`src/design/ipt_pkg.sv`:
```
package ipt_pkg;
  localparam int NUM_SLOTS_DEF = 32;
  localparam int TS_W = 64;
  localparam int CNT_W = 32;
  // per-slot record: running, start, count, total, min, max, mean, m2
  localparam int REC_W = 1 + 64 + 32 + 64 * 5;

  typedef enum logic [1:0] {
    KIND_BEGIN = 2'd0,
    KIND_END   = 2'd1,
    KIND_COUNT = 2'd2,
    KIND_READ  = 2'd3
  } kind_t;

  typedef enum logic [2:0] {
    ST_OK       = 3'd0,
    ST_BAD_SLOT = 3'd1,
    ST_WRONG    = 3'd2,
    ST_TWICE    = 3'd3,
    ST_NO_BEGIN = 3'd4
  } status_t;

  typedef struct packed {
    logic        running;
    logic [63:0] start;
    logic [31:0] count;
    logic [63:0] total;
    logic [63:0] tmin;
    logic [63:0] tmax;
    logic [63:0] mean;
    logic [63:0] m2;
  } rec_t;

  localparam rec_t REC_RESET = '{running: 1'b0, start: '0, count: '0, total: '0,
                                 tmin: '1, tmax: '0, mean: '0, m2: '0};
endpackage

```
`src/design/ipt_mul.sv`:
```
// 64x64 product from four 32x32 partial products
module ipt_mul import ipt_pkg::*; (
  input  logic         clk,
  input  logic         rst_n,
  input  logic         start,
  input  logic [63:0]  a,
  input  logic [63:0]  b,
  output logic         done,
  output logic [127:0] prod
);
  logic [63:0]  a_r, b_r;
  logic [127:0] acc_r;
  logic [2:0]   step_r;
  logic         busy_r;
  logic [31:0]  pa, pb;
  logic [63:0]  pp_r;
  logic [1:0]   pp_sel_r;
  logic         pp_vld_r;
  logic [127:0] pp_shift;

  always_comb begin
    pa = step_r[0] ? a_r[63:32] : a_r[31:0];
    pb = step_r[1] ? b_r[63:32] : b_r[31:0];
    unique case (pp_sel_r)
      2'd0:    pp_shift = {64'd0, pp_r};
      2'd3:    pp_shift = {pp_r, 64'd0};
      default: pp_shift = {32'd0, pp_r, 32'd0};
    endcase
  end

  always_ff @(posedge clk) begin
    if (!rst_n) begin
      busy_r   <= 1'b0;
      done     <= 1'b0;
      pp_vld_r <= 1'b0;
      step_r   <= '0;
    end else begin
      done     <= 1'b0;
      pp_vld_r <= 1'b0;
      if (start) begin
        a_r    <= a;
        b_r    <= b;
        acc_r  <= '0;
        step_r <= '0;
        busy_r <= 1'b1;
      end else begin
        if (busy_r) begin
          pp_r     <= pa * pb;
          pp_sel_r <= step_r[1:0];
          pp_vld_r <= 1'b1;
          step_r   <= step_r + 3'd1;
          if (step_r == 3'd3) busy_r <= 1'b0;
        end
        if (pp_vld_r) begin
          acc_r <= acc_r + pp_shift;
          if (pp_sel_r == 2'd3) done <= 1'b1;
        end
      end
    end
  end

  assign prod = acc_r;
endmodule
```
`config.mk`:
```
export PLATFORM = sky130hd
export DESIGN_NAME = ipt_mul
export DESIGN_NICKNAME = d
export VERILOG_FILES = /design/src/design/ipt_pkg.sv /design/src/design/ipt_mul.sv
export SDC_FILE = /design/constraint.sdc
export NUM_CORES = 2
export LEC_CHECK = 0
export BUFFER_PORTS_ARGS = -buffer_cell sky130_fd_sc_hd__buf_4
export CAP_MARGIN = 0
export CELL_PAD_IN_SITES_DETAIL_PLACEMENT = 2
export CELL_PAD_IN_SITES_GLOBAL_PLACEMENT = 2
export CORE_UTILIZATION = 40
export CTS_CLUSTER_SIZE = 40
export DETAILED_ROUTE_END_ITERATION = 8
export HOLD_SLACK_MARGIN = 0.12
export PLACE_DENSITY = 0.86
export SLEW_MARGIN = 20
export SYNTH_ARGS = -nofsm -noshare
export SYNTH_HDL_FRONTEND = slang
export SYNTH_SLANG_ARGS = --single-unit
```
`constraint.sdc`:
```
create_clock -name clk -period 9.6 [get_ports clk]
set_input_delay 1.92 -clock clk [delete_from_list [all_inputs] [get_ports clk]]
set_output_delay 1.92 -clock clk [all_outputs]
set_load 0.01 [all_outputs]
```
==> flow_summary.toml <==
[drt]
drtIter0Drc = 4094
wl_per_cell_um = 32.4
drt-met1-wl_mm = 92.4
vias_per_cell = 5.96
dr.pass1.iters = 5
highest_layer = "met5"
met3_length_mm = 20.3
route.detailed.drc = 0
via_count = 46400
routed_wl_mm = 252
routed-wl-met2_mm = 119
ant_nets = 0

[yosys]
ys.flop_type = "edfxtp_1"
synthArstFlopShare = 0
syn_area_sq_um = 53500
avgSynthCellArea_sq_um = 9.15
synth_nets = 7270
ys_types = 89
muxShareOfSynthArea = 0.0278
synth_xor_area_frac = 0.0282
ys_seq_elements = 328
synth_compound_area_frac = 0.0989
synth_top_family_by_area = "adder cells"
synth-simple-area-share = 0.147
synth_seq_area_share = 0.183
synth-edff-count = 322
synthCells = 5848
synthAdderAreaFrac = 0.428
ys_warn_count = 0

[worst_setup_path]
critPathKind = "flip-flop to flip-flop"
startpoint_type = "flip-flop"
worst_ep_arrival_time_ps = 9740
slowest_stage = "mux2i_1"
critPathMaxStageDelay_ps = 880
worstPathRequired_ps = 9980
critPathTopFamily = "adder cells"
critPathMaxFanout = 19
crit_top_cell = "fa_1"
critPathBufInv = 7
worst_setup_path_end_kind = "flip-flop"

[sta]
slew_viol_final = 0
timing.final.crit_share = 0.975
rsz0062_at_grt = "no"
fmax_mhz = 107
finalHoldViolations = 0
fin_skew_ps = 26.3
layout_min_cycle_time_ps = 9360
fin_setup_tns_ps = 0
setup_viol = 0
worstMarginPinSlew_ps = 1090
timing.hold.ws_ps = 501
slew_headroom = 0.271

[floorplan]
die_w_um = 368
coreArea_sq_um = 132000
fp.dieH_um = 368
dieArea_sq_um = 135000
start_util = 0.405
std_cell_rows = 133
io_pins = 260

[clock_tree]
cts_buffers = 41
cts-htree-levels = 2
root_buffer = "clkbuf_16"
cts_buffer_depth = 3
cts_tree = "built"
worstSkewPairLatency_ps = 660
clkSinkCount = 328
cts.reportedPaths.clkPinSlew_ps = 70

[global_routing]
antenna_found_initial = 11
grt_pass1_wl_mm = 364
first_global_vias = 53500
overflow = 0
grt_usage = 0.371
grt_max_degree = 100

[status]
status = "completed"

[finish]
most-common-layout-cells = "941 x inv_1, 897 x fa_1, 838 x nor2_1, 680 x nand2_1, 393 x ha_1"
fin_nets = 7412
synthToLayoutAreaGrowth_pct = 10.8
final_common_cell = "inv_1"
drive_above_1_share = 0.106

[job]
maxCapViolations = 0

[placed_design]
dp_hpwl_mm = 206
numPortBuffers = 259
place_congestion = 0.971

[min_path]
hp-class = "flip-flop to flip-flop"
[Yosys cell counts (6+ instances only)]
cell | n | share of area
a211oi_1 | 15 | 0.0021
a21boi_0 | 7 | 0.00098
a21o_1 | 116 | 0.016
a21oi_1 | 255 | 0.024
a21oi_2 | 7 | 0.0011
a221oi_1 | 6 | 0.00098
a22o_1 | 31 | 0.0051
a31o_2 | 6 | 0.00098
a31oi_1 | 31 | 0.0036
and2_1 | 73 | 0.0085
and3_1 | 19 | 0.0022
buf_1 | 14 | 0.00098
buf_2 | 26 | 0.0024
clkbuf_1 | 248 | 0.017
dfxtp_1 | 6 | 0.0022
edfxtp_1 | 322 | 0.18
fa_1 | 897 | 0.34
ha_1 | 394 | 0.092
inv_1 | 941 | 0.066
mux2_2 | 68 | 0.014
mux2i_1 | 67 | 0.013
nand2_1 | 680 | 0.048
nand2b_1 | 17 | 0.0020
nand3_1 | 34 | 0.0032
nand4_1 | 74 | 0.0087
nor2_1 | 839 | 0.059
nor2b_1 | 23 | 0.0027
nor3_1 | 37 | 0.0035
nor3b_1 | 9 | 0.0013
nor4_1 | 16 | 0.0019
o21a_1 | 15 | 0.0021
o21ai_0 | 175 | 0.016
o21ai_1 | 9 | 0.00084
o21bai_1 | 52 | 0.0073
o31ai_1 | 15 | 0.0021
or2_2 | 10 | 0.0012
or3_1 | 18 | 0.0021
xnor2_1 | 108 | 0.018
xor2_1 | 64 | 0.010
[per-stage QoR]
stage                     instance area [sq um]   util  setup slack [ps]  instances
after global routing                      59300  0.449              8.15       7775
final                                     59300  0.449               241       7776
after CTS                                 59200  0.448               137       7773
after global placement                    57700  0.437               513       7700
after floorplan                           53500      -               866       5848
after detailed placement                  57700  0.437               151       7700
[per-layer routing]
metal	track usage	up-vias
met4	0.239	18
li1	-	18900
met3	0.0812	925
met2	0.618	2421
met1	0.432	24100
met5	0	-
[sequential cells by signal, summed over array words and instances (netlist names)]
| register | count |
|---|---|
| prod | 128 |
| a_r | 64 |
| b_r | 64 |
| pp_r | 64 |
| step_r | 3 |
| pp_sel_r | 2 |
| busy_r | 1 |
| done | 1 |
| pp_vld_r | 1 |
[worst paths after layout]
kind	from	to	slack (ps)	depth (start not counted)
setup / recovery	step_r[1]	pp_r[60]	240	28
setup reg to reg	step_r[1]	pp_r[60]	240	28
hold reg to reg	pp_vld_r	done	500	2
hold / removal	pp_vld_r	done	500	2
[timing repair]
item	4_1_cts	5_1_grt
gates resized for setup	0	8
endpoints found under the setup margin	0	11
buffers inserted	0	2
hold buffers	0	0
[final cells by class]
| type | count | area, sq um |
|---|---|---|
| fillers | 14300 | 72900 |
| multi-input cells | 4287 | 39300 |
| flip-flops and latches | 328 | 9800 |
| inverters | 941 | 3530 |
| repair buffers | 391 | 3010 |
| well taps | 1755 | 2200 |
| clock buffers | 47 | 1080 |
| clock inverters | 26 | 350 |
| diodes | 1 | 2.50 |
[cells by family after synthesis]
group | count (synthesis)
AND/OR/NAND/NOR | 1870
AO/OA/AOI/OAI | 815
buffers and inverters | 1233
XOR/XNOR | 172
flip-flops | 328
multiplexers | 139
adder cells (fa/ha/maj) | 1291
[worst register-to-register path, delay by kind of cell, from the launching register on]
kind,cells,cell delay [ps]
AOI/OAI and AO/OA,8,1490
DFF,1,640
muxes,1,910
and+or+nand+nor,2,490
xor gates and xnor gates,1,150
buffers and inverters,7,1080
adders and majority gates,9,4360
Power is left out: the tool's default activity adds up to more than one toggle a clock period on the data nets, which glitch-free logic cannot reach.
