==> config.mk <==
export PLATFORM = sky130hd
export DESIGN_NAME = ipt_ram
export DESIGN_NICKNAME = d
export VERILOG_FILES = /design/src/design/ipt_ram.sv
export SDC_FILE = /design/constraint.sdc
export NUM_CORES = 1
export LEC_CHECK = 0
export BUFFER_PORTS_ARGS = -buffer_cell sky130_fd_sc_hd__buf_2
export CAP_MARGIN = 25
export CORE_MARGIN = 1.5
export CORE_UTILIZATION = 54
export DETAILED_ROUTE_END_ITERATION = 12
export PLACE_DENSITY = 0.78
export SYNTH_ARGS = -nofsm -noshare
export SYNTH_HDL_FRONTEND = slang
export SYNTH_SLANG_ARGS = --single-unit
==> constraint.sdc <==
create_clock -name clk -period 3.3 [get_ports clk]
set_clock_uncertainty 0.1 [all_clocks]
set_input_delay 0.495 -clock clk [delete_from_list [all_inputs] [get_ports clk]]
set_output_delay 0.495 -clock clk [all_outputs]
set_load 0.02 [all_outputs]
==> src/design/ipt_ram.sv <==
module ipt_ram #(
  parameter int WIDTH = 8,
  parameter int DEPTH = 32
) (
  input  logic                     clk,
  input  logic                     we,
  input  logic [$clog2(DEPTH)-1:0] waddr,
  input  logic [WIDTH-1:0]         wdata,
  input  logic [$clog2(DEPTH)-1:0] raddr,
  output logic [WIDTH-1:0]         rdata
);
  logic [WIDTH-1:0] mem [DEPTH];

  always_ff @(posedge clk) begin
    if (we) mem[waddr] <= wdata;
    rdata <= mem[raddr];
  end
endmodule

==> results of run 1 <==
-- sequential cells by signal, summed over array words and instances (netlist names) --
| name | cells |
|---|---|
| mem | 256 |
| rdata | 8 |
-- placed cells by master, fill, tap and decap left out --
master | netlist | routed
sky130_fd_sc_hd__buf_12 | 0 | 3
sky130_fd_sc_hd__buf_2 | 1 | 26
sky130_fd_sc_hd__buf_4 | 6 | 10
sky130_fd_sc_hd__bufinv_16 | 0 | 2
sky130_fd_sc_hd__clkbuf_1 | 6 | 8
sky130_fd_sc_hd__clkbuf_16 | 0 | 25
sky130_fd_sc_hd__clkinv_1 | 0 | 2
sky130_fd_sc_hd__clkinv_2 | 0 | 5
sky130_fd_sc_hd__clkinvlp_4 | 0 | 2
sky130_fd_sc_hd__dfxtp_1 | 8 | 8
sky130_fd_sc_hd__edfxtp_1 | 256 | 256
sky130_fd_sc_hd__mux2_2 | 8 | 8
sky130_fd_sc_hd__mux4_2 | 80 | 80
sky130_fd_sc_hd__nand2_1 | 1 | 1
sky130_fd_sc_hd__nand3_1 | 2 | 2
sky130_fd_sc_hd__nand3b_1 | 5 | 5
sky130_fd_sc_hd__nor2_1 | 33 | 33
sky130_fd_sc_hd__or3_1 | 1 | 1
sky130_fd_sc_hd__or3b_2 | 3 | 3
-- routing by layer --
metal  track usage  up-vias
met2         0.355      224
met1         0.324     2376
met4        0.0666        0
met5             0        -
li1              -     1871
met3        0.0396       33
-- critical path: stages --
cell	delay (ps)
sky130_fd_sc_hd__buf_4	250
sky130_fd_sc_hd__buf_12	270
sky130_fd_sc_hd__mux4_2	540
sky130_fd_sc_hd__mux4_2	570
sky130_fd_sc_hd__mux2_2	290
-- synthesized netlist by cell type --
cell type                    n
sky130_fd_sc_hd__dfxtp_1     8
sky130_fd_sc_hd__buf_6       1
sky130_fd_sc_hd__edfxtp_1  256
sky130_fd_sc_hd__buf_1       6
sky130_fd_sc_hd__nand3b_1    5
sky130_fd_sc_hd__nor2_1     33
sky130_fd_sc_hd__or3_1       1
sky130_fd_sc_hd__buf_2       1
sky130_fd_sc_hd__nand2_1     1
sky130_fd_sc_hd__mux2_2      8
sky130_fd_sc_hd__or3b_2      3
sky130_fd_sc_hd__nand3_1     2
sky130_fd_sc_hd__mux4_2     80
sky130_fd_sc_hd__clkbuf_1    6
sky130_fd_sc_hd__buf_4       6
-- power breakdown --
| group | leakage, nW | total (mW) | internal [mW] | switching (mW) |
|---|---|---|---|---|
| Combinational | 0.777 | 0.361 | 0.153 | 0.208 |
| Sequential | 2.37 | 3.75 | 3.73 | 0.0221 |
| Clock | 0.369 | 2.70 | 1.55 | 1.15 |
| Total | 3.52 | 6.81 | 5.43 | 1.38 |
-- worst max-delay path by stage --
stage | start | to | slack (ps) | cells after the start
after floorplan | raddr[2] | rdata[0] | 900 | 5
after global placement | raddr[0] | rdata[4] | 620 | 5
after detailed placement | raddr[0] | rdata[4] | 590 | 5
after CTS | raddr[0] | rdata[4] | 1130 | 5
after global routing | raddr[0] | rdata[4] | 1050 | 5
final | raddr[0] | rdata[4] | 1150 | 5
-- cell families after synthesis --
kind of cell | share of synthesized area
DFF | 0.781
muxes | 0.188
and+or+nand+nor | 0.0207
buffers and inverters | 0.0106
-- stage by stage --
step | setup WS (ps) | utilization | area (sq um) | instances | total power [mW]
floorplan | 903 | - | 10100 | 417 | 4.02
global placement | 620 | 0.580 | 10500 | 665 | 4.17
detailed placement | 594 | 0.580 | 10500 | 665 | 4.18
CTS | 1130 | 0.623 | 11300 | 709 | 6.85
global route | 1050 | 0.623 | 11300 | 709 | 6.99
finish | 1150 | 0.623 | 11300 | 709 | 6.81
-- layout make-up --
type | instances | area, sq um | share of cell area
clock buffer | 33 | 656 | 0.0582
tap | 229 | 287 | 0.0254
timing repair buffer | 39 | 265 | 0.0236
multi-input combinational | 133 | 2100 | 0.186
sequential | 264 | 7850 | 0.697
clock inverter | 11 | 108 | 0.00955
==> out/qor_table.md, run 1 <==
| Metric | This run |
| --- | --- |
| Run status | finished with violations |
| Violations in the final reports | design-rule violations |
| Path type of the worst setup path | primary input to flop |
| Clock insertion delay at the later pin of the skew report | 510 ps |
| Accumulated negative setup slack | 0 ps |
| HPWL reported at the end of detailed placement | 12700 microns |
| Ports placed on the boundary | 28 |
| Total wire length after detailed routing | 20500 microns |
| Post-DR vias/cell | 6.35 |
| Initial DRC Count | 552 |
| Number of nets in the layout | 483 |
| Cell type with the highest aggregate area in the netlist | sky130_fd_sc_hd__edfxtp_1 |
| Worst slew margin relative to its limit | 0.384 |
| Time the worst path needs with I/O delays and setup | 2150 ps |
| Sequential element share of the synthesized area | 0.781 |
| Top routing layer in use | met4 |
| Instance count of the mapped netlist | 417 |
| End point of the most critical hold path | rdata[4] |
| Wire length of the first global-routing pass | 31100 microns |
| Post-CTS Hold Fix Bufs | 0 |
| CTS Root Buffer Type | sky130_fd_sc_hd__clkbuf_16 |
| Buffers from clock root to sink, at most | 3 |
| Cell count of the worst reg-to-reg path | 3 |
| # setup viols final | 0 |
| Post CTS Setup Buffer Count | 0 |
| Number of buffers added by the clock tree synthesis step | 25 |
| Number of H-tree levels | 1 |
| Count of port buffers added during placement | 27 |
| Post-synthesis instance area | 10100 sq um |
| CTS Sinks | 264 |
| Slack of the worst reg-to-reg path | 1370 ps |
| ANT nets after route | 0 |
| Maximum clock rate | 0.465 GHz |
| Synthesis-to-layout area growth | 12.0% |
| Tcrit/Tclk final | 0.651 |
| R2R Path End | rdata[6] |
| Total of fill cells in the finished design | 1145 |
| Cell depth of the worst hold path | 2 |
| Areal power density over the cells | 605 nW/um^2 |
| Cell row count | 49 |
| Overall overflow remaining after global route | 0 |
| Total iterations of the first detailed-routing run | 10 |
| Final number of hold-violating endpoints | 0 |
| Data arrival time at the worst-slack endpoint | 2450 ps |
| Worst Min Path Start | raddr[3] |
| Transition at the pin with the smallest max-transition slack | 921 ps |
| Vertical extent of the die | 139 microns |
| Overall via count from detail_route | 4504 |
| CORE AREA | 18100 sq um |
| Largest net degree at the start of global routing | 65 |
| Clock tree from TritonCTS | yes |
| Launch instance of the worst register-to-register path | mem[15][6] |
| Final weighted congestion in routability-driven placement | 0.789 |
| Initial antenna violation count | 0 |
| Met3 wire length | 1800 microns |
| Setup repair after global routing missed its margin | false |
| Post-synthesis sequential element count | 264 |
| Antenna Cells | 0 |
| Fraction of layout instances using a drive strength above 1 | 0.342 |
| Routed length on met2 | 10100 microns |
| Synth top area share | 0.765 |
| Maximum Capacitance Violations | 0 |
| Reported leakage power | 3.52 nW |
| Critical path data required time | 3600 ps |
| CTS clk-pin slew, worst paths | 60 ps |
| Hold Worst Slack | 343 ps |
| Area enclosed by the die boundary | 19400 sq um |
| Critical-path maximum fanout | 25 |
| Average wire per cell in the routed design | 28.9 microns |
| Cells taking the most area after synthesis | sky130_fd_sc_hd__edfxtp_1 (76%), sky130_fd_sc_hd__mux4_2 (18%), sky130_fd_sc_hd__dfxtp_1 (1.6%), sky130_fd_sc_hd__nor2_1 (1.2%), sky130_fd_sc_hd__mux2_2 (0.90%) |
| Number of pins exceeding their max-slew limit in the final report | 0 |
| Via count of the first global-routing pass | 4721 |
| Max rail drop VDD | 0.000414 V |
| CP endpoint kind | flop |
| Syn_area_per_cell | 24.1 sq um |
| Metal-1 WL | 8160 microns |
| Net count of the mapped netlist | 437 |
| DR DRC count | 1 |
| Post-cts resize count | 0 |
| Die extent in x | 139 microns |
| Count of yosys warnings during synthesis | 0 |
| Starting Density | 0.556 |
| Sort of element at the start of the critical path | primary input |
| Worst min path class | primary input to flop |
| Overall Global Routing Usage | 0.223 |
| Count of distinct cell types in the synthesized netlist | 15 |
Note: power is estimated with default switching activity, not from simulation.
==> run 2: changes to the inputs <==
Clock period 3.3 ns to 2.06 ns, I/O delays scaled along.
==> out/qor_table.md, run 2 (same netlist as run 1, synthesis figures left out) <==
| Metric | This run | Delta |
| --- | --- | --- |
| Post-CTS Hold Fix Bufs | 0 | unchanged |
| Regs by FF count | mem (256), rdata (8) |  |
| Overall via count from detail_route | 4668 | +3.6% |
| Vertical extent of the die | 139 microns | unchanged |
| CTS Sinks | 264 | unchanged |
| # setup viols final | 0 | unchanged |
| Cell row count | 49 | unchanged |
| Number of buffers added by the clock tree synthesis step | 25 | unchanged |
| Critical path startpoint | mem[24][6] |  |
| Transition at the pin with the smallest max-transition slack | 658 ps | -263 ps |
| Number of nets in the layout | 517 | +7.0% |
| Data arrival time at the worst-slack endpoint | 2260 ps | -190 ps |
| Cell count of the worst reg-to-reg path | 3 | unchanged |
| Worst min path class | primary input to flop |  |
| CP endpoint kind | flop |  |
| Buf/Inv on CP | 0 | -2 |
| Post-place instance area | 10800 sq um | +2.8% |
| Run status | finished with violations |  |
| Time the worst path needs with I/O delays and setup | 1970 ps |  |
| Met1 track demand over resource in global routing | 0.350 | +0.0266 |
| Antenna Cells | 0 | unchanged |
| Largest reg by FF count | mem |  |
| Overall power of the completed layout | 11.3 mW | +65% |
| Worst slew margin relative to its limit | 0.561 | +0.177 |
| Final weighted congestion in routability-driven placement | 0.754 | -4.5% |
| Final core utilization | 0.643 | +0.0201 |
| Post-cts resize count | 0 | unchanged |
| Crit path max-delay cell type | sky130_fd_sc_hd__mux4_2 |  |
| Cell seen most often among critical-path stages | sky130_fd_sc_hd__mux4_2 |  |
| R2R Path End | rdata[6] |  |
| Number of H-tree levels | 1 | unchanged |
| Cells along the critical path | mux4_2, mux4_2, mux2_2 |  |
| Initial antenna violation count | 0 | unchanged |
| Total wire length after detailed routing | 21300 microns | +3.8% |
| Hold Worst Slack | 166 ps | -177 ps |
| Total of fill cells in the finished design | 1112 | -2.9% |
| CORE AREA | 18100 sq um | unchanged |
| DR DRC count | 3 | +2 |
| GRT Max-Usage Layer | met2 |  |
| Critical-path maximum fanout | 1 | -96% |
| Overall Global Routing Usage | 0.229 | +0.00637 |
| Clock tree from TritonCTS | yes |  |
| Count of port buffers added during placement | 27 | unchanged |
| Fraction of layout instances using a drive strength above 1 | 0.392 | +0.0506 |
| Worst Min Path Start | raddr[3] |  |
| Final number of hold-violating endpoints | 0 | unchanged |
| Number of flip-flops in the largest register | 256 | unchanged |
| Cell depth of the worst hold path | 2 | unchanged |
| Synthesis-to-layout area growth | 15.6% |  |
| CTS clk-pin slew, worst paths | 70 ps | about the same |
| ANT nets after route | 0 | unchanged |
| Average wire per cell in the routed design | 28.6 microns | -1.1% |
| Via count of the first global-routing pass | 4786 | +1.4% |
| Launch instance of the worst register-to-register path | mem[24][6] |  |
| Clock insertion delay at the later pin of the skew report | 520 ps | about the same |
| Total iterations of the first detailed-routing run | 9 | -1 |
| M2 GR Usage | 0.358 | +0.00393 |
| Reported leakage power | 3.75 nW | +6.4% |
| Setup repair after global routing missed its margin | false |  |
| Commonest cells after routing, fill and taps aside | sky130_fd_sc_hd__edfxtp_1 (256), sky130_fd_sc_hd__mux4_2 (80), sky130_fd_sc_hd__buf_4 (41), sky130_fd_sc_hd__nor2_1 (33), sky130_fd_sc_hd__buf_2 (26) |  |
| Maximum Capacitance Violations | 0 | unchanged |
| Post CTS Setup Buffer Count | 0 | unchanged |
| Max rail drop VDD | 0.000540 V | +30% |
| Critical path data required time | 2350 ps | -1250 ps |
| End point of the most critical hold path | rdata[6] |  |
| Tcrit/Tclk final | 0.956 |  |
| Initial DRC Count | 658 | +19% |
| Overall overflow remaining after global route | 0 | unchanged |
| Area enclosed by the die boundary | 19400 sq um | unchanged |
| Post-DR vias/cell | 6.27 | -1.2% |
| HPWL reported at the end of detailed placement | 13000 microns | +1.7% |
| Buffers from clock root to sink, at most | 3 | unchanged |
| Path type of the worst setup path | flop to flop |  |
| Areal power density over the cells | 969 nW/um^2 | +60% |
| Number of pins exceeding their max-slew limit in the final report | 0 | unchanged |
| Crit path max-delay family | multiplexers |  |
| Commonest non-fill, non-tap cell in the layout | sky130_fd_sc_hd__edfxtp_1 |  |
| Ports placed on the boundary | 28 | unchanged |
| Slack of the worst reg-to-reg path | 90 ps | -1280 ps |
| Largest net degree at the start of global routing | 36 | -45% |
| Non-Filler Cell Area, Final | 11600 sq um | +3.2% |
| Starting Density | 0.556 | unchanged |
| Global Route met3 Usage | 0.0344 | -0.00516 |
| Die extent in x | 139 microns | unchanged |
| Sort of element at the start of the critical path | flop |  |
| CTS Root Buffer Type | sky130_fd_sc_hd__clkbuf_16 |  |
| Violations in the final reports | design-rule violations |  |
| Maximum clock rate | 0.508 GHz |  |
| Wire length of the first global-routing pass | 32100 microns | +3.2% |
| Delay contributed by the slowest stage of the critical path | 530 ps | -40 ps |
[run 2: report_power, final]
group          internal (mW)  total (mW)  switching [mW]  leakage, nW
Sequential              5.97        6.00          0.0276         2.37
Combinational          0.268       0.607           0.339        0.972
Clock                   2.77        4.66            1.88        0.400
[run 2: worst max-delay path by stage]
stage / to / slack (ps) / cells after the start
3_5_place_dp: rdata[2] / -340 / 5
6_report: rdata[6] / 90 / 3
2_1_floorplan: rdata[0] / 1 / 5
4_1_cts: rdata[6] / 80 / 3
5_1_grt: rdata[2] / 100 / 3
3_3_place_gp: rdata[3] / -290 / 5
[run 2: layout make-up]
| type | count | area [sq um] | area share |
|---|---|---|---|
| clock buffers | 32 | 662 | 0.0569 |
| clock inverters | 13 | 171 | 0.0147 |
| multi-input cells | 133 | 2100 | 0.181 |
| flip-flops and latches | 264 | 7850 | 0.675 |
| well taps | 229 | 287 | 0.0246 |
| repair buffers | 73 | 558 | 0.0480 |
[run 2: metrics by stage]
step	setup slack (ps)	instances	setup TNS (ps)
after floorplan	1.22	417	0
after global placement	-291	699	-2110
after detailed placement	-343	699	-2360
after CTS	84.3	744	0
after global routing	96.9	744	0
final	91.1	744	0
[run 2: layer usage]
layer,wire length (microns),part of all wire
met3,1680,0.079
met1,8890,0.42
met4,366,0.017
met5,0,0
met2,10400,0.49
