--- config.mk ---
export PLATFORM = sky130hd
export DESIGN_NAME = ipt_div
export DESIGN_NICKNAME = d
export VERILOG_FILES = /design/src/design/ipt_pkg.sv /design/src/design/ipt_div.sv
export SDC_FILE = /design/constraint.sdc
export NUM_CORES = 1
export LEC_CHECK = 0
export ABC_AREA = 1
export BUFFER_PORTS_ARGS = -buffer_cell sky130_fd_sc_hd__buf_4
export CORE_MARGIN = 2
export CORE_UTILIZATION = 50
export CTS_CLUSTER_DIAMETER = 150
export DETAILED_ROUTE_END_ITERATION = 10
export GPL_ROUTABILITY_DRIVEN = 1
export PLACE_DENSITY = 0.76
export SLEW_MARGIN = 20
export SYNTH_ARGS = -nofsm -noshare
export SYNTH_HDL_FRONTEND = slang
export SYNTH_SLANG_ARGS = --single-unit
--- constraint.sdc ---
create_clock -name clk -period 8.9 [get_ports clk]
set_clock_uncertainty 0.2 [all_clocks]
set_input_delay 2.225 -clock clk [delete_from_list [all_inputs] [get_ports clk]]
set_output_delay 2.225 -clock clk [all_outputs]
set_load 0.02 [all_outputs]
--- src/design/ipt_pkg.sv ---
package ipt_pkg;
  localparam int NUM_SLOTS_DEF = 32;
  localparam int TS_W = 64;
  localparam int CNT_W = 32;
  // per-slot record: running, start, count, total, min, max, mean, m2
  localparam int REC_W = 1 + 64 + 32 + 64 * 5;

  typedef enum logic [1:0] {
    KIND_BEGIN = 2'd0,
    KIND_END   = 2'd1,
    KIND_COUNT = 2'd2,
    KIND_READ  = 2'd3
  } kind_t;

  typedef enum logic [2:0] {
    ST_OK       = 3'd0,
    ST_BAD_SLOT = 3'd1,
    ST_WRONG    = 3'd2,
    ST_TWICE    = 3'd3,
    ST_NO_BEGIN = 3'd4
  } status_t;

  typedef struct packed {
    logic        running;
    logic [63:0] start;
    logic [31:0] count;
    logic [63:0] total;
    logic [63:0] tmin;
    logic [63:0] tmax;
    logic [63:0] mean;
    logic [63:0] m2;
  } rec_t;

  localparam rec_t REC_RESET = '{running: 1'b0, start: '0, count: '0, total: '0,
                                 tmin: '1, tmax: '0, mean: '0, m2: '0};
endpackage

--- src/design/ipt_div.sv ---
// restoring divider, one quotient bit per cycle
module ipt_div import ipt_pkg::*; (
  input  logic        clk,
  input  logic        rst_n,
  input  logic        start,
  input  logic [63:0] dividend,
  input  logic [31:0] divisor,
  output logic        done,
  output logic [63:0] quotient
);
  logic [63:0] q_r;
  logic [32:0] rem_r;
  logic [6:0]  cnt_r;
  logic        busy_r;
  logic [32:0] trial;
  logic [32:0] shifted;

  always_comb begin
    shifted = {rem_r[31:0], q_r[63]};
    trial   = shifted - {1'b0, divisor};
  end

  always_ff @(posedge clk) begin
    if (!rst_n) begin
      busy_r <= 1'b0;
      done   <= 1'b0;
      cnt_r  <= '0;
    end else begin
      done <= 1'b0;
      if (start) begin
        busy_r <= 1'b1;
        q_r    <= dividend;
        rem_r  <= '0;
        cnt_r  <= 7'd64;
      end else if (busy_r) begin
        if (!trial[32]) begin
          rem_r <= trial;
          q_r   <= {q_r[62:0], 1'b1};
        end else begin
          rem_r <= shifted;
          q_r   <= {q_r[62:0], 1'b0};
        end
        cnt_r <= cnt_r - 7'd1;
        if (cnt_r == 7'd1) begin
          busy_r <= 1'b0;
          done   <= 1'b1;
        end
      end
    end
  end

  assign quotient = q_r;
endmodule

==> results of run 1 <==
cell usage in the layout (no fill, tap or decap), drive strengths merged:
cell,netlist,routed
and3,1,1
xor2,14,14
fa,1,1
nand3,29,29
nand3b,9,9
inv,170,171
and2,2,2
edfxtp,96,96
a21oi,26,26
o21a,1,1
ha,34,34
xnor2,1,1
dfxtp,9,9
or2,1,1
nor3b,1,1
o21bai,2,2
nor2,118,118
clkbuf,12,11
nand2,514,514
o21ai,3,3
nand4,6,6
a21o,2,2
a211oi,1,1
clkinvlp,0,1
clkinv,1,4
nor3,8,8
buf,10,166
logic make-up (layout without fill, tap and decap cells):
family	Yosys count	count (layout)
simple gates	689	689
buf+inv	193	353
flops	105	105
fa+ha+maj	35	35
compound gates	35	35
xor+xnor	15	15
final timing paths:
| check | from | end | slack, ns | depth (start not counted) |
|---|---|---|---|---|
| max | start | rem_r[19] | 4.21 | 5 |
| min | cnt_r[6] | cnt_r[6] | 0.27 | 2 |
| max reg2reg | quotient[63] | rem_r[2] | 5.93 | 17 |
| min reg2reg | cnt_r[6] | cnt_r[6] | 0.27 | 2 |
routing by layer:
metal | track usage | share of wire
met1 | 0.295 | 0.43
met2 | 0.398 | 0.48
met3 | 0.0586 | 0.078
met4 | 0.0601 | 0.015
met5 | 0 | 0
per-stage QoR:
step	setup WS, ns	std cells	utilization	instance area [sq um]
floorplan	1.14	1072	-	7530
CTS	3.96	1415	0.625	9150
finish	4.21	1416	0.627	9180
global route	3.99	1416	0.627	9180
detailed placement	3.57	1399	0.606	8880
global placement	3.59	1399	0.606	8880
registers in the layout (all words and copies together) (netlist names):
signal / count
cnt_r: 7
busy_r: 1
done: 1
quotient: 64
rem_r: 32
worst reg2reg max path: cells and delay by family, from the launching register on:
kind,cells,cell delay (ns)
adders and majority gates,2,0.62
buffers and inverters,2,0.17
DFF,1,0.38
and+or+nand+nor,13,1.37
layout make-up:
class | count | area [sq um]
inverter | 171 | 643
sequential | 105 | 3060
clock buffer | 11 | 233
fill | 1384 | 5460
multi-input combinational | 774 | 3710
tap | 184 | 230
clock inverter | 5 | 38.8
timing repair buffer | 166 | 1270
power by group:
part / internal (W) / switching [W] / total, W
Combinational: 0.000186 / 0.000313 / 0.000499
Clock: 0.000192 / 0.000189 / 0.000381
Sequential: 0.000593 / 0.0000234 / 0.000616
Total: 0.000971 / 0.000525 / 0.00150
==> results.json, run 1 <==
{
  "status": "finished clean",
  "synth.top_cell.area_share": 0.383,
  "synth_common_cells": "nand2_1, inv_1, nor2_1",
  "netlist_area_sq_um": 7530,
  "grt_start_max_net_pins": 98,
  "crit_slowest_cell": "buf_4",
  "ir_drop_mv": 0.130,
  "clock_latency_ns": 0.35,
  "async_flop_share": 0,
  "worst-path-max-fanout": 67,
  "min_path_type": "register to register",
  "cts_max_level": 3,
  "die_h_um": 127,
  "synth_compound_area_frac": 0.0272,
  "rsz0062_at_grt": "no",
  "cts_max_path_buffers": 2,
  "cp.arrival_ns": 4.48,
  "rows": 44,
  "grt_first_pass_wirelength_mm": 30.0,
  "numClockSinks": 105,
  "nNetsFinal": 1361,
  "portBuffers": 163,
  "finalMaxSlewViolations": 0,
  "ys_top_cells_by_area": "edfxtp_1, nand2_1, inv_1",
  "wirelength_mm": 18.3,
  "dp.final_hpwl_mm": 14.0,
  "critical_path_class": "input pin to register",
  "post-route-period-util": 0.527,
  "synth_top_family_by_area": "simple AND/OR/NAND/NOR gates",
  "postCtsHoldBufs": 0,
  "finalSetupTns_ns": 0,
  "yosysMostFrequentCell": "nand2_1",
  "timing.hold.ws_ns": 0.266,
  "tightestPinTransition_ns": 1.05,
  "synth_edf_count": 96,
  "diodes": 0,
  "yosysWarnings": 0,
  "p_leak_nw": 5.00,
  "synth.distinct_cells": 37,
  "syn_avg_cell_area_sq_um": 7.03,
  "drive_above_1_share": 0.197,
  "syn2layout_area_growth_pct": 21.9,
  "maxCapViolations": 0,
  "gp_congestion": 0.950,
  "cts_made_buffers": 9,
  "vias": 6784,
  "synth_area_leader_cell": "edfxtp_1",
  "critPathLaunchType": "input pin",
  "cts_resized": 0,
  "critPathMaxStageDelay_ns": 0.64,
  "cp_cell_sequence": "buf_4, clkinv_2, a21oi_4, buf_16, buf_4",
  "pin_count": 164,
  "vias_per_cell": 4.79,
  "dr.first_iter.drc_count": 371,
  "synth-xor-area-share": 0.0174,
  "crit_path_end_kind": "register",
  "crit_family": "buffers and inverters",
  "antenna_left": 0,
  "ys_seq_area_frac": 0.407,
  "syn-num-nets": 1206,
  "path_common_cell": "buf_4",
  "drc": 0,
  "worstPathRequired_ns": 8.68,
  "path_clk_slew_ns": 0.07,
  "grt_pass1_vias": 6397,
  "timing.final.crit_period_ns": 4.69,
  "grtUsageTotal": 0.232,
  "syn_inst": 1072,
  "synth-adder-area-share": 0.0591,
  "antenna_found_initial": 0,
  "relSlewSlack": 0.303,
  "power_density_nw_per_um2": 163,
  "dieWidth_um": 127,
  "finalPower_w": 0.00150,
  "ys_ff_latch": 105,
  "cts_setup_buffers": 0,
  "dr.pass1.iters": 5,
  "setup-violations-final": 0,
  "dieArea_sq_um": 16100,
  "synth-main-ff-cell": "edfxtp_1",
  "routedWlPerCell_um": 12.9,
  "cts_tree": "done",
  "synth_mux_area_frac": 0,
  "crit_buf_inv": 4,
  "hold_violations": 0,
  "clock-root-buffer": "clkbuf_16",
  "synthSimpleGateAreaFrac": 0.387,
  "grt-ovfl-total": 0,
  "fmax_ghz": 0.213,
  "core-area_sq_um": 14600,
  "start_util": 0.514
}
Note: power is estimated with default switching activity, not from simulation.
==> inputs of run 2 (changes only) <==
Settings changed: ABC_AREA 1 to 0, PLACE_DENSITY 0.76 to 0.78.
Clock period 8.9 ns to 4.5 ns, I/O delays scaled along.
==> results.json, run 2 <==
{
  "status": "finished clean",
  "numClockSinks": 105,
  "cp.arrival_ns": 3.92,
  "wirelength_mm": 17.5,
  "final_area_sq_um": 8300,
  "timing.final.crit_period_ns": 3.92,
  "diodes": 0,
  "worstPathRequired_ns": 4.50,
  "portBuffers": 163,
  "ys_ff_latch": 105,
  "place_inst": 945,
  "min_path_type": "register to register",
  "path_clk_slew_ns": 0.07,
  "die_h_um": 119,
  "p_leak_nw": 3.43,
  "ys_top_cells_by_area": "edfxtp_1, mux2_2, ha_1",
  "hold_path_depth": 1,
  "dieWidth_um": 119,
  "cts_setup_buffers": 0,
  "largest_reg_flops": 64,
  "syn_inst": 623,
  "cts_made_buffers": 9,
  "async_flop_share": 0,
  "vias": 5546,
  "stdcell_count": 960,
  "routedWlPerCell_um": 18.2,
  "critPathLaunchType": "input pin",
  "finalSetupTns_ns": 0,
  "grt_first_pass_wirelength_mm": 27.8,
  "hold_violations": 0,
  "clock-root-buffer": "clkbuf_16",
  "syn_avg_cell_area_sq_um": 10.6,
  "tightestPinTransition_ns": 0.671,
  "antenna_left": 0,
  "power_density_nw_per_um2": 340,
  "timing.hold.ws_ns": 0.296,
  "whs_endpoint": "done",
  "setup-violations-final": 0,
  "r2r_cells": 12,
  "drc": 0,
  "start_util": 0.506,
  "pwr-share-clk": 0.264,
  "dr.first_iter.drc_count": 436,
  "dpl_cell_area_sq_um": 8030,
  "dr.pass1.iters": 5,
  "clock_latency_ns": 0.35,
  "grt-ovfl-total": 0,
  "drive_above_1_share": 0.343,
  "vias_per_cell": 5.78,
  "netlist_area_sq_um": 6620,
  "synth.distinct_cells": 62,
  "fillers": 1051,
  "finish.utilization": 0.634,
  "multi_input_area_sq_um": 3270,
  "power_frac_comb": 0.303,
  "reg2reg_slack_ns": 1.02,
  "grt_start_max_net_pins": 56,
  "grt_pass1_vias": 5554,
  "dp.final_hpwl_mm": 13.2,
  "cts_max_level": 3,
  "maxCapViolations": 0,
  "finalMaxSlewViolations": 0,
  "seqPwrFrac": 0.433,
  "layout_common_cells": "buf_4, edfxtp_1, mux2_2, a21oi_1, o21ai_0",
  "cts_tree": "done",
  "timing.rr.start": "quotient[63]",
  "pin_count": 164,
  "p_sw_w": 0.000895,
  "layout_commonest_cell": "buf_4",
  "worstHoldStart": "cnt_r[6]",
  "yosysWarnings": 0,
  "synth_edf_count": 96,
  "synth.top_cell.area_share": 0.436,
  "synth_common_cells": "edfxtp_1, mux2_2, a21oi_1",
  "grtUsageTotal": 0.248,
  "fmax_ghz": 0.255,
  "p_sw_frac": 0.317,
  "postCtsHoldBufs": 0,
  "post-route-period-util": 0.871,
  "cts_max_path_buffers": 2,
  "synth_area_leader_cell": "edfxtp_1",
  "ir_drop_mv": 0.217,
  "seqCellArea_sq_um": 3060,
  "rsz0062_at_grt": "no",
  "gp_congestion": 0.947,
  "startpoint": "divisor[0]",
  "relSlewSlack": 0.553,
  "internal_power_w": 0.00192,
  "critical_path_class": "input pin to register",
  "cts_resized": 0,
  "crit_path_end_kind": "register",
  "ys_seq_area_frac": 0.463,
  "rows": 42,
  "syn2layout_area_growth_pct": 25.5,
  "timing.rr.end": "rem_r[16]",
  "nNetsFinal": 914,
  "yosysMostFrequentCell": "edfxtp_1",
  "syn-num-nets": 757,
  "worst-path-max-fanout": 16,
  "antenna_found_initial": 0,
  "synth-main-ff-cell": "edfxtp_1",
  "dieArea_sq_um": 14200,
  "core-area_sq_um": 13100
}
## run 2: changes by cell type after synthesis, moves of 17 or more
cell / previous run / this run
inv_1: 160 / 41
a21oi_1: 24 / 56
nor2_1: 104 / 28
mux2_2: 0 / 64
o21ai_0: 3 / 46
nand2_1: 481 / 36
nand2_2: 17 / 0
## run 2: cell families (layout without fill, tap and decap cells)
group                    Yosys count  after routing  share of synthesized area
AO/OA/AOI/OAI                    178            178                      0.172
AND/OR/NAND/NOR                  147            147                      0.115
flip-flops                       105            105                      0.463
buffers and inverters             72            233                     0.0452
multiplexers                      65             65                      0.110
adder cells (fa/ha/maj)           35             35                     0.0673
XOR/XNOR                          21             21                     0.0278
## run 2: worst max-delay path, stage by stage
cell and delay, ns:
buf_4 0.11, ha_1 0.22, fa_1 0.39, nand2b_1 0.22
a21o_1 0.20, a21o_1 0.20, nand2b_2 0.09, a211oi_1 0.11
o311a_1 0.37, buf_4 0.19, or4_1 0.53, a21oi_1 0.17
## run 2: through the flow
step	total power, W	worst slack [ns]
3_5_place_dp	0.00208	0.240
5_1_grt	0.00295	0.442
4_1_cts	0.00282	0.585
6_report	0.00282	0.581
3_3_place_gp	0.00206	0.362
2_1_floorplan	0.00181	0.221
## run 2: metal layers
metal | vias up | global-route usage | wire length, um
li1 | 2657 | - | -
met1 | 2627 | 0.307 | 7110
met2 | 233 | 0.421 | 8500
met3 | 29 | 0.0742 | 1550
met4 | 0 | 0.0662 | 319
met5 | - | 0 | 0
## run 2: power by group through the flow
stage                     registers, W  logic, W  clock network [W]
final                          0.00122  0.000855           0.000744
after global routing           0.00123  0.000936           0.000787
after CTS                      0.00122  0.000849           0.000754
after detailed placement       0.00124  0.000844                  0
after global placement         0.00124  0.000825                  0
after floorplan                0.00127  0.000534                  0
## run 2: layout make-up
cell class              count  area share
multi-input cells         446       0.394
flip-flops and latches    105       0.369
repair buffers            177       0.160
clock buffers               9      0.0271
well taps                 176      0.0265
inverters                  41      0.0185
clock inverters             6     0.00512
## run 2: worst max-delay path by stage
stage | end | slack, ns | depth (start not counted)
floorplan | busy_r | 0.22 | 3
global placement | rem_r[16] | 0.36 | 12
detailed placement | rem_r[16] | 0.24 | 12
CTS | rem_r[16] | 0.58 | 12
global route | rem_r[16] | 0.44 | 12
finish | rem_r[16] | 0.58 | 12
==> inputs of run 3 (changes only) <==
Settings changed: PLACE_DENSITY 0.78 to 0.75.
==> results.json, run 3 (same netlist as run 2, synthesis figures left out) <==
{
  "grtUsageTotal": 0.246,
  "post-route-period-util": 0.877,
  "drive_above_1_share": 0.345,
  "setup-violations-final": 0,
  "die_h_um": 119,
  "dr.first_iter.drc_count": 302,
  "core-area_sq_um": 13100,
  "seqPwrFrac": 0.430,
  "routedWlPerCell_um": 18.0,
  "cts_made_buffers": 9,
  "fmax_ghz": 0.253,
  "antenna_left": 0,
  "path_clk_slew_ns": 0.08,
  "drc": 0,
  "start_util": 0.506,
  "critical_path_class": "input pin to register",
  "grt_start_max_net_pins": 53,
  "finalPower_w": 0.00284,
  "crit_path_end_kind": "register",
  "critPathMaxStageDelay_ns": 0.54,
  "p_leak_nw": 3.44,
  "grt-ovfl-total": 0,
  "hold_path_depth": 1,
  "portBuffers": 163,
  "post-place-ws_ns": 0.223,
  "diodes": 0,
  "postCtsHoldBufs": 0,
  "syn2layout_area_growth_pct": 25.7,
  "relSlewSlack": 0.507,
  "clock-root-buffer": "clkbuf_16",
  "grt_first_pass_wirelength_mm": 27.7,
  "p_sw_w": 0.000904,
  "min_path_type": "register to register",
  "cts_resized": 0,
  "cts_max_level": 3,
  "multi_input_area_sq_um": 3270,
  "finalSetupTns_ns": 0,
  "cp.arrival_ns": 3.94,
  "cp_cell_sequence": "buf_4, ha_1, fa_1, nand2b_1, a21o_1, a21o_1, nand2b_2, a211oi_1, o311a_1, buf_4, or4b_1, a21oi_1",
  "p_sw_frac": 0.319,
  "stdcell_count": 961,
  "setup_ws_ns": 0.554,
  "vias_per_cell": 5.79,
  "nNetsFinal": 915,
  "crit_family": "compound AO/OA/AOI/OAI gates",
  "power_frac_comb": 0.302,
  "timing.final.crit_period_ns": 3.95,
  "dieArea_sq_um": 14200,
  "ir_drop_mv": 0.239,
  "rows": 42,
  "crit_slowest_cell": "or4b_1",
  "worst-path-max-fanout": 16,
  "antenna_found_initial": 0,
  "seqCellArea_sq_um": 3060,
  "dr.pass1.iters": 5,
  "layout_commonest_cell": "buf_4",
  "cts_setup_buffers": 0,
  "clock_latency_ns": 0.35,
  "pwr-share-clk": 0.268,
  "fillers": 1070,
  "worstPathRequired_ns": 4.49,
  "layout_common_cells": "buf_4, edfxtp_1, mux2_2, a21oi_1, o21ai_0",
  "maxCapViolations": 0,
  "finalMaxSlewViolations": 0,
  "critPathLaunchType": "input pin",
  "cts_max_path_buffers": 2,
  "numClockSinks": 105,
  "pin_count": 164,
  "tightestPinTransition_ns": 0.740,
  "vias": 5566,
  "power_density_nw_per_um2": 341,
  "place_inst": 946,
  "crit_buf_inv": 2,
  "dieWidth_um": 119,
  "internal_power_w": 0.00193,
  "gp_congestion": 0.914,
  "hold_violations": 0,
  "r2r_cells": 12,
  "status": "finished clean",
  "grt_pass1_vias": 5673,
  "cp.depth": 12,
  "cts_tree": "done",
  "dp.final_hpwl_mm": 13.1,
  "rsz0062_at_grt": "no",
  "largest_reg_flops": 64,
  "wirelength_mm": 17.3
}
-- run 3: metrics by stage --
stage,hold WS [ns],area [sq um],utilization
2_1_floorplan,0.240,6620,-
5_1_grt,0.320,8320,0.635
6_report,0.311,8320,0.635
3_5_place_dp,0.293,8040,0.615
4_1_cts,0.309,8320,0.635
3_3_place_gp,0.285,8040,0.615
-- run 3: area by class of cell --
type | instances | share of cell area
sequential | 105 | 0.368
clock inverter | 6 | 0.00587
tap | 176 | 0.0265
timing repair buffer | 178 | 0.161
multi-input combinational | 446 | 0.393
clock buffer | 9 | 0.0271
inverter | 41 | 0.0185
-- run 3: metal layers --
| layer | routed length (um) | up-vias | GRT usage |
|---|---|---|---|
| met2 | 8420 | 240 | 0.418 |
| li1 | - | 2665 | - |
| met4 | 380 | 0 | 0.0833 |
| met1 | 6980 | 2633 | 0.294 |
| met3 | 1530 | 28 | 0.0776 |
| met5 | 0 | - | 0 |
-- run 3: final timing paths --
path                            slack [ns]    startpoint         to
worst max-delay path                  0.55    divisor[0]  rem_r[10]
worst min-delay path                  0.31      cnt_r[6]       done
worst max register to register        0.99  quotient[63]  rem_r[10]
worst min register to register        0.31      cnt_r[6]       done
-- run 3: power groups by stage --
stage          logic [W]  clock network [W]  registers [W]
2_1_floorplan   0.000534                  0        0.00127
3_3_place_gp    0.000829                  0        0.00124
3_5_place_dp    0.000846                  0        0.00124
4_1_cts         0.000851           0.000773        0.00122
5_1_grt         0.000940           0.000804        0.00123
6_report        0.000857           0.000761        0.00122
